## src/hw/rtl/cas_pkg.sv

```systemverilog
`default_nettype none

package cas_pkg;

   // Packet geometry
   localparam int SC_KEPT    = 52;
   localparam int FFT_POINTS = 64;
   localparam int SC_EDGE    = 26;   // outermost kept subcarrier on either side
   localparam int SKIP_POS   = 2;    // positions below this drop when flagged

   // Field widths
   localparam int IQ_W    = 8;
   localparam int POS_W   = 7;
   localparam int IDX_W   = 6;
   localparam int KEPT_W  = 7;
   localparam int KEPT_MAX = 127;
   localparam int SEQ_W   = 32;
   localparam int POWER_W = 2 * IQ_W;
   localparam int PSUM_W  = 21;

   // Amplitude format Q8.AMP_FRAC_BITS
   localparam int AMP_FRAC_BITS = 8;
   localparam int AMP_INT_W     = POWER_W / 2;
   localparam int AMP_W         = AMP_INT_W + AMP_FRAC_BITS;
   localparam int RAD_W         = 2 * AMP_W;
   localparam int ROOT_CNT_W    = $clog2(AMP_W);
   localparam int ASUM_W        = AMP_W + $clog2(SC_KEPT);

   // Normalized amplitude Q6.10, mean power Q16.8
   localparam int NORM_W      = 16;
   localparam int NORM_FRAC   = 10;
   localparam int NORM_SCALE  = SC_KEPT << NORM_FRAC;
   localparam int NSCALE_W    = $clog2(NORM_SCALE + 1);
   localparam int MEAN_W      = 24;
   localparam int MEAN_FRAC   = 8;

   // Shared serial divider
   localparam int NORM_NUM_W  = AMP_W + NSCALE_W;
   localparam int MEAN_NUM_W  = PSUM_W + MEAN_FRAC;
   localparam int DIV_NUM_W   = (NORM_NUM_W > MEAN_NUM_W) ? NORM_NUM_W : MEAN_NUM_W;
   localparam int DIV_DEN_W   = ASUM_W;
   localparam int DIV_CNT_W   = $clog2(DIV_NUM_W);

   typedef enum logic [3:0] {
      ST_IDLE,
      ST_UPDATE,
      ST_SQRT,
      ST_CLOSE,
      ST_READ,
      ST_NSTART,
      ST_NWAIT,
      ST_NOUT,
      ST_MSTART,
      ST_MWAIT,
      ST_SOUT
   } state_type;

   // Status of a serial arithmetic unit
   typedef struct packed {
      logic busy;
      logic done;
   } unit_stat_type;

   typedef struct packed {
      logic                   fill;
      logic [POS_W-1:0]       position;
      logic [IQ_W-1:0]        real_part;
      logic [IQ_W-1:0]        imag_part;
   } req_data_type;

   typedef struct packed {
      logic [1:0]             fill;
      logic [SEQ_W-1:0]       packet_seq;
      logic                   accepted;
      logic [KEPT_W-1:0]      valid_total;
      logic [POWER_W-1:0]     pwr_high;
      logic [POWER_W-1:0]     pwr_low;
      logic [MEAN_W-1:0]      pwr_mean;
      logic [NORM_W-1:0]      norm_amplitude;
      logic [IDX_W-1:0]       amp_index;
   } rsp_data_type;

   localparam int REQ_DATA_W = $bits(req_data_type);
   localparam int RSP_DATA_W = $bits(rsp_data_type);

endpackage

`default_nettype wire

```

## src/hw/rtl/cas_isqrt.sv

```systemverilog
`default_nettype none

// Bit-serial square root of power << (2*AMP_FRAC_BITS), one root bit a cycle.
module cas_isqrt import cas_pkg::*; (
   input  wire logic               clock,
   input  wire logic               reset,
   input  wire logic               start,
   input  wire logic [POWER_W-1:0] power,
   output unit_stat_type           stat,
   output logic      [AMP_W-1:0]   root
);

   logic [RAD_W-1:0]      rad_ff, rad_in;
   logic [AMP_W:0]        rem_ff, rem_in;
   logic [AMP_W-1:0]      root_ff, root_in;
   logic [ROOT_CNT_W-1:0] cnt_ff;
   logic                  busy_ff, done_ff;

   logic [AMP_W+2:0]      rem_try;
   logic [AMP_W+2:0]      trial;
   logic [AMP_W+2:0]      diff;
   logic                  fits;

   // Try to subtract 4*root+1 from the remainder with two new radicand bits
   always_comb begin
      rem_try = {rem_ff, rad_ff[RAD_W-1 -: 2]};
      trial   = {1'b0, root_ff, 2'b01};
      diff    = rem_try - trial;
      fits    = (rem_try >= trial);
      rem_in  = fits ? diff[AMP_W:0] : rem_try[AMP_W:0];
      root_in = {root_ff[AMP_W-2:0], fits};
      rad_in  = {rad_ff[RAD_W-3:0], 2'b00};
   end

   // Track busy and pulse done after the last step
   always_ff @(posedge clock) begin
      if (reset) begin
         busy_ff <= 1'b0;
         done_ff <= 1'b0;
      end else begin
         done_ff <= 1'b0;
         if (start) begin
            busy_ff <= 1'b1;
         end else if (busy_ff && (cnt_ff == ROOT_CNT_W'(AMP_W - 1))) begin
            busy_ff <= 1'b0;
            done_ff <= 1'b1;
         end
      end
   end

   // Load operand, then advance one digit a cycle
   always_ff @(posedge clock) begin
      if (start) begin
         rad_ff  <= {power, {(2 * AMP_FRAC_BITS){1'b0}}};
         rem_ff  <= '0;
         root_ff <= '0;
         cnt_ff  <= '0;
      end else if (busy_ff) begin
         rad_ff  <= rad_in;
         rem_ff  <= rem_in;
         root_ff <= root_in;
         cnt_ff  <= cnt_ff + 1'b1;
      end
   end

   assign stat.busy = busy_ff;
   assign stat.done = done_ff;
   assign root      = root_ff;

endmodule

`default_nettype wire

```

## src/hw/rtl/cas_div.sv

```systemverilog
`default_nettype none

// Restoring divider, one quotient bit a cycle, shared by normalization and mean.
module cas_div import cas_pkg::*; (
   input  wire logic                 clock,
   input  wire logic                 reset,
   input  wire logic                 start,
   input  wire logic [DIV_NUM_W-1:0] dividend,
   input  wire logic [DIV_DEN_W-1:0] divisor,
   output unit_stat_type             stat,
   output logic      [DIV_NUM_W-1:0] quotient
);

   logic [DIV_NUM_W-1:0] num_ff, num_in;
   logic [DIV_DEN_W-1:0] den_ff;
   logic [DIV_DEN_W-1:0] rem_ff, rem_in;
   logic [DIV_CNT_W-1:0] cnt_ff;
   logic                 busy_ff, done_ff;

   logic [DIV_DEN_W:0]   rem_try;
   logic [DIV_DEN_W:0]   diff;
   logic                 fits;

   // Shift in the next dividend bit and subtract when it fits
   always_comb begin
      rem_try = {rem_ff, num_ff[DIV_NUM_W-1]};
      diff    = rem_try - {1'b0, den_ff};
      fits    = (rem_try >= {1'b0, den_ff});
      rem_in  = fits ? diff[DIV_DEN_W-1:0] : rem_try[DIV_DEN_W-1:0];
      num_in  = {num_ff[DIV_NUM_W-2:0], fits};
   end

   // Track busy and pulse done after the last step
   always_ff @(posedge clock) begin
      if (reset) begin
         busy_ff <= 1'b0;
         done_ff <= 1'b0;
      end else begin
         done_ff <= 1'b0;
         if (start) begin
            busy_ff <= 1'b1;
         end else if (busy_ff && (cnt_ff == DIV_CNT_W'(DIV_NUM_W - 1))) begin
            busy_ff <= 1'b0;
            done_ff <= 1'b1;
         end
      end
   end

   // Load operands, then advance one bit a cycle
   always_ff @(posedge clock) begin
      if (start) begin
         num_ff <= dividend;
         den_ff <= divisor;
         rem_ff <= '0;
         cnt_ff <= '0;
      end else if (busy_ff) begin
         num_ff <= num_in;
         rem_ff <= rem_in;
         cnt_ff <= cnt_ff + 1'b1;
      end
   end

   assign stat.busy = busy_ff;
   assign stat.done = done_ff;
   assign quotient  = num_ff;

endmodule

`default_nettype wire

```

## src/hw/rtl/csi_subcarrier_amplitude_stats_top.sv

```systemverilog
// Per-packet amplitude statistics over channel-state pairs.
// Input stream (req_): one word per (imag, real) pair with its FFT position;
// req_tuser flags that positions 0 and 1 are invalid, req_tlast closes the packet.
// Output stream (rsp_): on an accepted packet, 52 normalized amplitude words
// (rsp_tuser = 0) and then one summary word (rsp_tuser = 1, rsp_tlast = 1);
// a rejected packet gives only the summary word.
// A dropped pair, or a kept pair once 52 amplitudes are stored, is captured in
// idle and updated; a kept pair also runs the bit-serial square root (16 steps of
// one root bit). Closing a packet checks it, then each amplitude word and the
// summary is one 32-step pass through the shared serial divider; the summary
// needs no divider pass when no pair was kept.
// Only one pair is in work at a time; req_tready is high while the block waits.
// Results leave through a single output register. A stalled receiver holds the
// current word and pauses emission; once the summary is loaded the next packet's
// pairs are accepted while it waits.
// Reset clears the statistics, the accepted-packet count and both handshakes;
// the amplitude memory is not cleared and needs no clearing pass.
`default_nettype none

module csi_subcarrier_amplitude_stats_top import cas_pkg::*; (
   input  wire logic                  clock,
   input  wire logic                  reset,
   input  wire logic                  req_tvalid,
   output logic                       req_tready,
   // [7:0] imag_part, [15:8] real_part, [22:16] position, [23] zero
   input  wire logic [REQ_DATA_W-1:0] req_tdata,
   // [0] skip_first_two
   input  wire logic                  req_tuser,
   input  wire logic                  req_tlast,
   output logic                       rsp_tvalid,
   input  wire logic                  rsp_tready,
   // [5:0] amp_index, [21:6] norm_amplitude, [45:22] pwr_mean,
   // [61:46] pwr_low, [77:62] pwr_high, [84:78] valid_total,
   // [85] accepted, [117:86] packet_seq, [119:118] zero
   output logic [RSP_DATA_W-1:0]      rsp_tdata,
   // [0] kind
   output logic                       rsp_tuser,
   output logic                       rsp_tlast
);

   state_type state_ff, state_in;

   // Input decode
   req_data_type             req_word;
   logic signed [IQ_W-1:0]   im_s, re_s;
   logic signed [POWER_W-1:0] sq_im, sq_re;
   logic [POWER_W-1:0]       power_in;
   logic [IDX_W-1:0]         pos_low;
   logic                     keep_in;

   // Captured pair
   logic [POWER_W-1:0]       pw_ff;
   logic                     keep_ff;
   logic                     last_ff;

   // Packet statistics
   logic [PSUM_W-1:0]        psum_ff;
   logic [PSUM_W:0]          psum_add;
   logic [PSUM_W-1:0]        psum_in;
   logic [POWER_W-1:0]       pmin_ff, pmax_ff;
   logic [ASUM_W-1:0]        asum_ff;
   logic [KEPT_W-1:0]        kept_ff;
   logic [SEQ_W-1:0]         acc_cnt_ff;
   logic                     ok_ff;
   logic                     pkt_ok;
   logic                     kept_zero;
   logic                     store_room;

   // Amplitude memory
   logic [AMP_W-1:0]         amp_store_ff [SC_KEPT];
   logic [IDX_W-1:0]         wr_idx_ff;
   logic [IDX_W-1:0]         idx_ff;
   logic [AMP_W-1:0]         rd_data_ff;

   // Serial units
   unit_stat_type            sqrt_stat, div_stat;
   logic [AMP_W-1:0]         root;
   logic [DIV_NUM_W-1:0]     div_dividend;
   logic [DIV_DEN_W-1:0]     div_divisor;
   logic [DIV_NUM_W-1:0]     div_quot;

   // FSM outputs
   logic                     sqrt_start;
   logic                     div_start;
   logic                     div_norm;
   logic                     mem_we;
   logic                     out_free;
   logic                     out_load;

   // Output register
   logic                     rsp_valid_ff;
   rsp_data_type             rsp_data_ff, rsp_data_in;
   logic                     rsp_kind_ff;
   logic                     rsp_last_ff;

   // Decode the pair: power and kept-subcarrier test
   always_comb begin
      req_word = req_data_type'(req_tdata);
      im_s     = req_word.imag_part;
      re_s     = req_word.real_part;
      sq_im    = im_s * im_s;
      sq_re    = re_s * re_s;
      power_in = $unsigned(sq_im) + $unsigned(sq_re);
      pos_low  = req_word.position[IDX_W-1:0];
      keep_in  = !req_word.position[POS_W-1]
                 && (((pos_low != '0) && (pos_low <= IDX_W'(SC_EDGE)))
                     || (pos_low >= IDX_W'(FFT_POINTS - SC_EDGE)))
                 && !(req_tuser && (pos_low < IDX_W'(SKIP_POS)));
   end

   assign kept_zero  = (kept_ff == '0);
   assign store_room = (kept_ff < KEPT_W'(SC_KEPT));
   assign pkt_ok     = (kept_ff == KEPT_W'(SC_KEPT)) && (asum_ff != '0);
   assign out_free   = !rsp_valid_ff || rsp_tready;

   // Next state
   always_comb begin
      state_in = state_ff;
      unique case (state_ff)
         ST_IDLE:   if (req_tvalid) state_in = ST_UPDATE;
         ST_UPDATE: begin
            if (keep_ff && store_room) state_in = ST_SQRT;
            else if (last_ff)          state_in = ST_CLOSE;
            else                       state_in = ST_IDLE;
         end
         ST_SQRT:   if (sqrt_stat.done) state_in = last_ff ? ST_CLOSE : ST_IDLE;
         ST_CLOSE:  state_in = pkt_ok ? ST_READ : ST_MSTART;
         ST_READ:   state_in = ST_NSTART;
         ST_NSTART: state_in = ST_NWAIT;
         ST_NWAIT:  if (div_stat.done) state_in = ST_NOUT;
         ST_NOUT: begin
            if (out_free) begin
               state_in = (idx_ff == IDX_W'(SC_KEPT - 1)) ? ST_MSTART : ST_READ;
            end
         end
         ST_MSTART: state_in = kept_zero ? ST_SOUT : ST_MWAIT;
         ST_MWAIT:  if (div_stat.done) state_in = ST_SOUT;
         ST_SOUT:   if (out_free) state_in = ST_IDLE;
         default:   state_in = ST_IDLE;
      endcase
   end

   // FSM outputs
   always_comb begin
      req_tready = 1'b0;
      sqrt_start = 1'b0;
      div_start  = 1'b0;
      div_norm   = 1'b0;
      mem_we     = 1'b0;
      out_load   = 1'b0;
      unique case (state_ff)
         ST_IDLE:   req_tready = !reset;
         ST_UPDATE: sqrt_start = keep_ff && store_room;
         ST_SQRT:   mem_we     = sqrt_stat.done;
         ST_NSTART: begin
            div_start = 1'b1;
            div_norm  = 1'b1;
         end
         ST_NOUT:   out_load   = out_free;
         ST_MSTART: div_start  = !kept_zero;
         ST_SOUT:   out_load   = out_free;
         default:   ;
      endcase
   end

   always_ff @(posedge clock) begin
      if (reset) state_ff <= ST_IDLE;
      else       state_ff <= state_in;
   end

   // Capture the accepted pair
   always_ff @(posedge clock) begin
      if (req_tvalid && req_tready) begin
         pw_ff   <= power_in;
         keep_ff <= keep_in;
         last_ff <= req_tlast;
      end
   end

   // Saturating power sum
   always_comb begin
      psum_add = {1'b0, psum_ff} + (PSUM_W + 1)'(pw_ff);
      psum_in  = psum_add[PSUM_W] ? {PSUM_W{1'b1}} : psum_add[PSUM_W-1:0];
   end

   // Update packet statistics, clear them once the summary is loaded
   always_ff @(posedge clock) begin
      if (reset) begin
         psum_ff    <= '0;
         pmin_ff    <= '0;
         pmax_ff    <= '0;
         asum_ff    <= '0;
         kept_ff    <= '0;
         acc_cnt_ff <= '0;
         ok_ff      <= 1'b0;
      end else begin
         if ((state_ff == ST_UPDATE) && keep_ff) begin
            if (kept_zero || (pw_ff < pmin_ff)) pmin_ff <= pw_ff;
            if (kept_zero || (pw_ff > pmax_ff)) pmax_ff <= pw_ff;
            psum_ff <= psum_in;
            if (kept_ff != KEPT_W'(KEPT_MAX)) kept_ff <= kept_ff + 1'b1;
         end
         if (mem_we) asum_ff <= asum_ff + ASUM_W'(root);
         if (state_ff == ST_CLOSE) ok_ff <= pkt_ok;
         if ((state_ff == ST_SOUT) && out_free) begin
            psum_ff <= '0;
            pmin_ff <= '0;
            pmax_ff <= '0;
            asum_ff <= '0;
            kept_ff <= '0;
            if (ok_ff) acc_cnt_ff <= acc_cnt_ff + 1'b1;
         end
      end
   end

   // Memory indexes
   always_ff @(posedge clock) begin
      if (state_ff == ST_UPDATE) wr_idx_ff <= kept_ff[IDX_W-1:0];
      if (state_ff == ST_CLOSE) idx_ff <= '0;
      else if ((state_ff == ST_NOUT) && out_free) idx_ff <= idx_ff + 1'b1;
   end

   // Amplitude memory: one write port, one registered read port
   always_ff @(posedge clock) begin
      if (mem_we) amp_store_ff[wr_idx_ff] <= root;
      rd_data_ff <= amp_store_ff[idx_ff];
   end

   cas_isqrt u_isqrt (
      .clock  (clock),
      .reset  (reset),
      .start  (sqrt_start),
      .power  (pw_ff),
      .stat   (sqrt_stat),
      .root   (root)
   );

   // Divider operands: amp*52*1024 / amp_sum, or power_sum*256 / kept_count
   always_comb begin
      if (div_norm) begin
         div_dividend = DIV_NUM_W'(rd_data_ff) * DIV_NUM_W'(NORM_SCALE);
         div_divisor  = asum_ff;
      end else begin
         div_dividend = DIV_NUM_W'({psum_ff, {MEAN_FRAC{1'b0}}});
         div_divisor  = DIV_DEN_W'(kept_ff);
      end
   end

   cas_div u_div (
      .clock    (clock),
      .reset    (reset),
      .start    (div_start),
      .dividend (div_dividend),
      .divisor  (div_divisor),
      .stat     (div_stat),
      .quotient (div_quot)
   );

   // Assemble the next result word
   always_comb begin
      rsp_data_in = '0;
      if (state_ff == ST_SOUT) begin
         rsp_data_in.pwr_mean    = kept_zero ? '0 : div_quot[MEAN_W-1:0];
         rsp_data_in.pwr_low     = pmin_ff;
         rsp_data_in.pwr_high    = pmax_ff;
         rsp_data_in.valid_total = kept_ff;
         rsp_data_in.accepted    = ok_ff;
         rsp_data_in.packet_seq  = acc_cnt_ff;
      end else begin
         rsp_data_in.amp_index      = idx_ff;
         rsp_data_in.norm_amplitude = div_quot[NORM_W-1:0];
      end
   end

   // Output register: hold until taken
   always_ff @(posedge clock) begin
      if (reset)              rsp_valid_ff <= 1'b0;
      else if (out_load)      rsp_valid_ff <= 1'b1;
      else if (rsp_tready)    rsp_valid_ff <= 1'b0;
   end

   always_ff @(posedge clock) begin
      if (out_load) begin
         rsp_data_ff <= rsp_data_in;
         rsp_kind_ff <= (state_ff == ST_SOUT);
         rsp_last_ff <= (state_ff == ST_SOUT);
      end
   end

   assign rsp_tvalid = rsp_valid_ff;
   assign rsp_tdata  = rsp_data_ff;
   assign rsp_tuser  = rsp_kind_ff;
   assign rsp_tlast  = rsp_last_ff;

   // Serial units are never restarted mid-operation
   a_sqrt_idle_on_start: assert property (@(posedge clock) disable iff (reset)
      sqrt_start |-> !sqrt_stat.busy)
      else $error("square root restarted while busy");

   a_div_idle_on_start: assert property (@(posedge clock) disable iff (reset)
      div_start |-> !div_stat.busy)
      else $error("divider restarted while busy");

   // Amplitude words only come from a full, accepted packet
   a_amp_only_when_ok: assert property (@(posedge clock) disable iff (reset)
      (out_load && (state_ff == ST_NOUT)) |->
         (ok_ff && (kept_ff == KEPT_W'(SC_KEPT))))
      else $error("amplitude word from a rejected packet");

   // Only the summary word closes the packet
   a_last_is_summary: assert property (@(posedge clock) disable iff (reset)
      rsp_tvalid |-> (rsp_tuser == rsp_tlast))
      else $error("packet end not on summary word");

endmodule

`default_nettype wire

```

## config.mk

```make
export PLATFORM = sky130hd
export DESIGN_NAME = csi_subcarrier_amplitude_stats_top
export DESIGN_NICKNAME = d
export VERILOG_FILES = /design/src/hw/rtl/cas_pkg.sv /design/src/hw/rtl/cas_isqrt.sv /design/src/hw/rtl/cas_div.sv /design/src/hw/rtl/csi_subcarrier_amplitude_stats_top.sv
export SDC_FILE = /design/constraint.sdc
export NUM_CORES = 2
export LEC_CHECK = 0
export ABC_AREA = 1
export BUFFER_PORTS_ARGS = -buffer_cell sky130_fd_sc_hd__buf_2
export CAP_MARGIN = 20
export CORE_MARGIN = 1.5
export CORE_UTILIZATION = 40
export CTS_CLUSTER_DIAMETER = 80
export DETAILED_ROUTE_END_ITERATION = 6
export GPL_ROUTABILITY_DRIVEN = 0
export PLACE_DENSITY = 0.62
export SYNTH_ARGS = -nofsm -noshare
export SYNTH_HDL_FRONTEND = slang
export SYNTH_SLANG_ARGS = --single-unit
```

## constraint.sdc

```tcl
create_clock -name clock -period 7.5 [get_ports clock]
set_input_delay 0 -clock clock [delete_from_list [all_inputs] [get_ports clock]]
set_output_delay 0 -clock clock [all_outputs]
set_load 0.02 [all_outputs]
```

==> key figures <==
Critical path
  • Buffers and inverters on the worst path: 5
  • CP Capture Type: register
  • CP max stage delay: 0.54 ns
  • Reg-to-reg endpoint: rd_data_ff[9]
  • Worst reg2reg startpoint: idx_ff[1]
  • Crit path DAT: 5.62 ns
  • Critical path type: input pin to register
  • Crit-path most repeated cell: fa_1
  • WP data required: 7.99 ns
  • Crit start category: input pin
  • Worst r2r path cells: 9
  • Register-to-register setup slack: 3.65 ns
  • Slowest CP cell: fa_1
  • Critical path peak fanout: 10
  • Worst path cell trace: dlygate4sd3_1 -> buf_2 -> nand2_1 -> inv_1 -> fa_1 -> fa_1 -> fa_1 -> fa_1 -> fa_1 -> inv_1 -> fa_1 -> inv_1 -> ha_1 -> a21o_1 -> a21oi_1 -> nand2_1 -> nand2_1 -> nand2_1 -> a21oi_1 -> xnor2_1
  • Crit path depth: 20
  • Crit-path leading delay family: adder cells
  • Crit path from: req_tdata[8]
  • Crit path capture: pw_ff[13]

Yosys
  • Async SR Flop Fraction: 0%
  • #FFs+latches synth: 1,255
  • Netlist cell types: 54
  • Syn Area/Cell: 10.0 µm²
  • Register area share after synthesis: 58.5%
  • Synth Flop Type: edfxtp_1
  • EDFF count, synth: 1,045
  • Synth warn: 0
  • Mapped Area: 60,800 µm²
  • Synthesized netlist cell count: 6,083

Power
  • Worst VDD drop: 0.000500 V
  • Seq pwr share: 41.2%
  • Leak: 27.9 nW
  • Clock share of power: 30.9%
  • Internal Pwr Total: 13.7 mW
  • Combinational Power Share: 28.0%
  • Net Sw Frac: 32.5%
  • Sw Pwr: 6.59 mW
  • Pwr dens: 298 nW/µm²

GRT
  • Congestion Overflow GR: 0
  • Global-route met3 utilization: 3.29%
  • All-Layer GR Usage: 20.9%
  • Largest net degree at the start of global routing: 188
  • Routing usage on met1: 28.8%
  • Global-route wire length before repair: 248 mm
  • Grt met2 use: 33.7%
  • Via count of the first global-routing pass: 42,200
  • Initial antenna violation count: 1
  • GRT busiest layer: met2

Final layout
  • Finished Cell Area: 68,000 µm²
  • Final nets: 6,568
  • P&R area growth vs syn: 11.7%
  • Layout Utilization: 45.2%
  • Commonest non-fill, non-tap cell in the layout: edfxtp_1
  • Most frequent cells in the layout: edfxtp_1, nand2_1, nor2_1
  • Fillers: 14,000
  • Ratio of cells with drive above 1 in the final layout: 7.94%

Die
  • Row count: 142
  • Initial Util: 40.4%
  • Total core area: 150,000 µm²
  • Die width: 393 µm
  • IO Pins: 154
  • Die Height: 393 µm
  • Die ar.: 154,000 µm²

Clock tree
  • Reg clk slew, reported paths: 0.06 ns
  • Clock root buffer: clkbuf_16
  • # clock sinks: 1,255
  • Post-CTS Resized: 0
  • CTS tree: done
  • TritonCTS Buffers: 130
  • H-tree levels: 4
  • CTS max path bufs: 3
  • Skew-Pair Late Insertion Delay: 0.77 ns

STA
  • Max-slew violations: 0
  • Relative slew slack: 31.5%
  • Maximum clock rate: 195 MHz
  • Final Hold Fails: 0
  • Post-route setup TNS: 0 ns
  • Final setup viols: 0
  • Worst hold slack: 0.126 ns
  • Min Tclk post-route: 5.13 ns
  • Tcrit/Tclk final: 68.3%
  • RSZ-0062 raised after global routing: false
  • Fin Clk Skew: 0.0292 ns
  • Slew at the pin with the worst max-slew slack: 1.03 ns

Route
  • Total Wirelength: 163 mm
  • DRC errors left: 0
  • TritonRoute pass-1 iters: 6
  • Via count: 44,000
  • DR iter-0 viols: 4,261
  • Wire per inst: 19.5 µm
  • DR vias/cell: 5.28
  • Antenna Violating Nets Remaining: 0

Worst hold path
  • Min-delay src: req_tdata[2]
  • HP Class: input pin to register

Placement
  • PortBufs: 150
  • Area after DPL: 63,700 µm²
  • DP Wirelength: 103 mm

Outcome
  • Outcome: finished, final reports clean

Run
  • MaxCap Viol Count: 0
power by group through the flow:
| stage | Sequential [mW] | Clock, mW | Combinational, mW |
|---|---|---|---|
| after CTS | 8.33 | 6.35 | 5.67 |
| after global placement | 8.47 | 0 | 5.55 |
| after floorplan | 8.45 | 0 | 4.29 |
| after detailed placement | 8.47 | 0 | 5.64 |
| after global routing | 8.36 | 6.60 | 6.52 |
| final | 8.34 | 6.25 | 5.66 |
metrics by stage:
step / setup WS (ns) / instances / total power [mW]
2_1_floorplan: 1.13 / 6084 / 12.7
3_3_place_gp: 2.17 / 8081 / 14.0
3_5_place_dp: 2.15 / 8081 / 14.1
4_1_cts: 2.41 / 8323 / 20.3
5_1_grt: 2.09 / 8324 / 21.5
6_report: 2.37 / 8326 / 20.2
cells in the mapped netlist, types with 85 or more instances:
cell      count  area, µm²
inv_1       689       2590
nor2_1      928       3480
ha_1        200       2500
nand4_1      85        532
edfxtp_1   1045      31400
dfxtp_1     210       4200
o22ai_1     186       1160
o21ai_0     521       2610
fa_1        128       2560
clkbuf_1    161        604
nand3_1     225       1130
nand2_1     977       3670
a21oi_1     271       1360
flip-flops by register name (all words and copies together), names as in the netlist, 4 cells and up:
signal and flops:
pmax_ff 16, u_isqrt.rem_ff 17, u_div.cnt_ff 5, idx_ff 6, asum_ff 22, pmin_ff 16, pw_ff 16, rsp_tdata 118
psum_ff 21, kept_ff 7, state_ff 4, u_isqrt.root 16, rd_data_ff 16, u_div.quotient 32, u_isqrt.rad_ff 16, u_isqrt.cnt_ff 4
amp_store_ff 832, wr_idx_ff 6, acc_cnt_ff 32, u_div.den_ff 22, u_div.rem_ff 22
area by class of cell:
type | instances | area, µm² | area share [%]
Antenna cell | 2 | 5.00 | 0.00736
Clock buffer | 171 | 3560 | 5.25
Clock inverter | 59 | 504 | 0.742
Inverter | 710 | 2680 | 3.94
Multi-Input combinational cell | 3856 | 21400 | 31.5
Sequential cell | 1255 | 35600 | 52.4
Tap cell | 2016 | 2520 | 3.71
Timing Repair Buffer | 257 | 1650 | 2.43
worst min path at each step:
stage / slack (ns) / endpoint / cells past startpoint
4_1_cts: 0.09 / pw_ff[3] / 6
3_3_place_gp: 0.25 / last_ff / 1
2_1_floorplan: 0.08 / acc_cnt_ff[8] / 1
3_5_place_dp: 0.24 / last_ff / 1
5_1_grt: 0.17 / pw_ff[3] / 6
6_report: 0.13 / pw_ff[3] / 6
what timing repair did:
action,4_1_cts,5_1_grt
endpoints found under the hold margin,55,0
buffers inserted,0,0
hold buffers,12,0
cell families after synthesis:
group           count (synthesis)  share of synthesized area (%)
flops                        1255                           58.5
simple gates                 2332                           15.7
compound gates               1111                           9.92
other cells                     1                        0.00616
fa+ha+maj                     328                           8.33
buf+inv                       973                           6.36
xor+xnor                       83                           1.19
worst reg2reg max path, cell delays in order (launching register included):
cell     delay (ns)
dfxtp_4        0.38
buf_4          0.59
buf_4          0.74
buf_4          0.62
o21ai_0        0.18
o22ai_1        0.49
nand2_1        0.11
nand4_1        0.20
nand2_1        0.11
o21ai_1        0.31
per-layer routing:
layer  up-vias  routed length [µm]
met4         0                4840
met2      1392               76300
met5         -                   0
met3       259               11600
met1     21500               69900
li1      20900                   -
No activity file was read; power rests on OpenSTA's default activity.
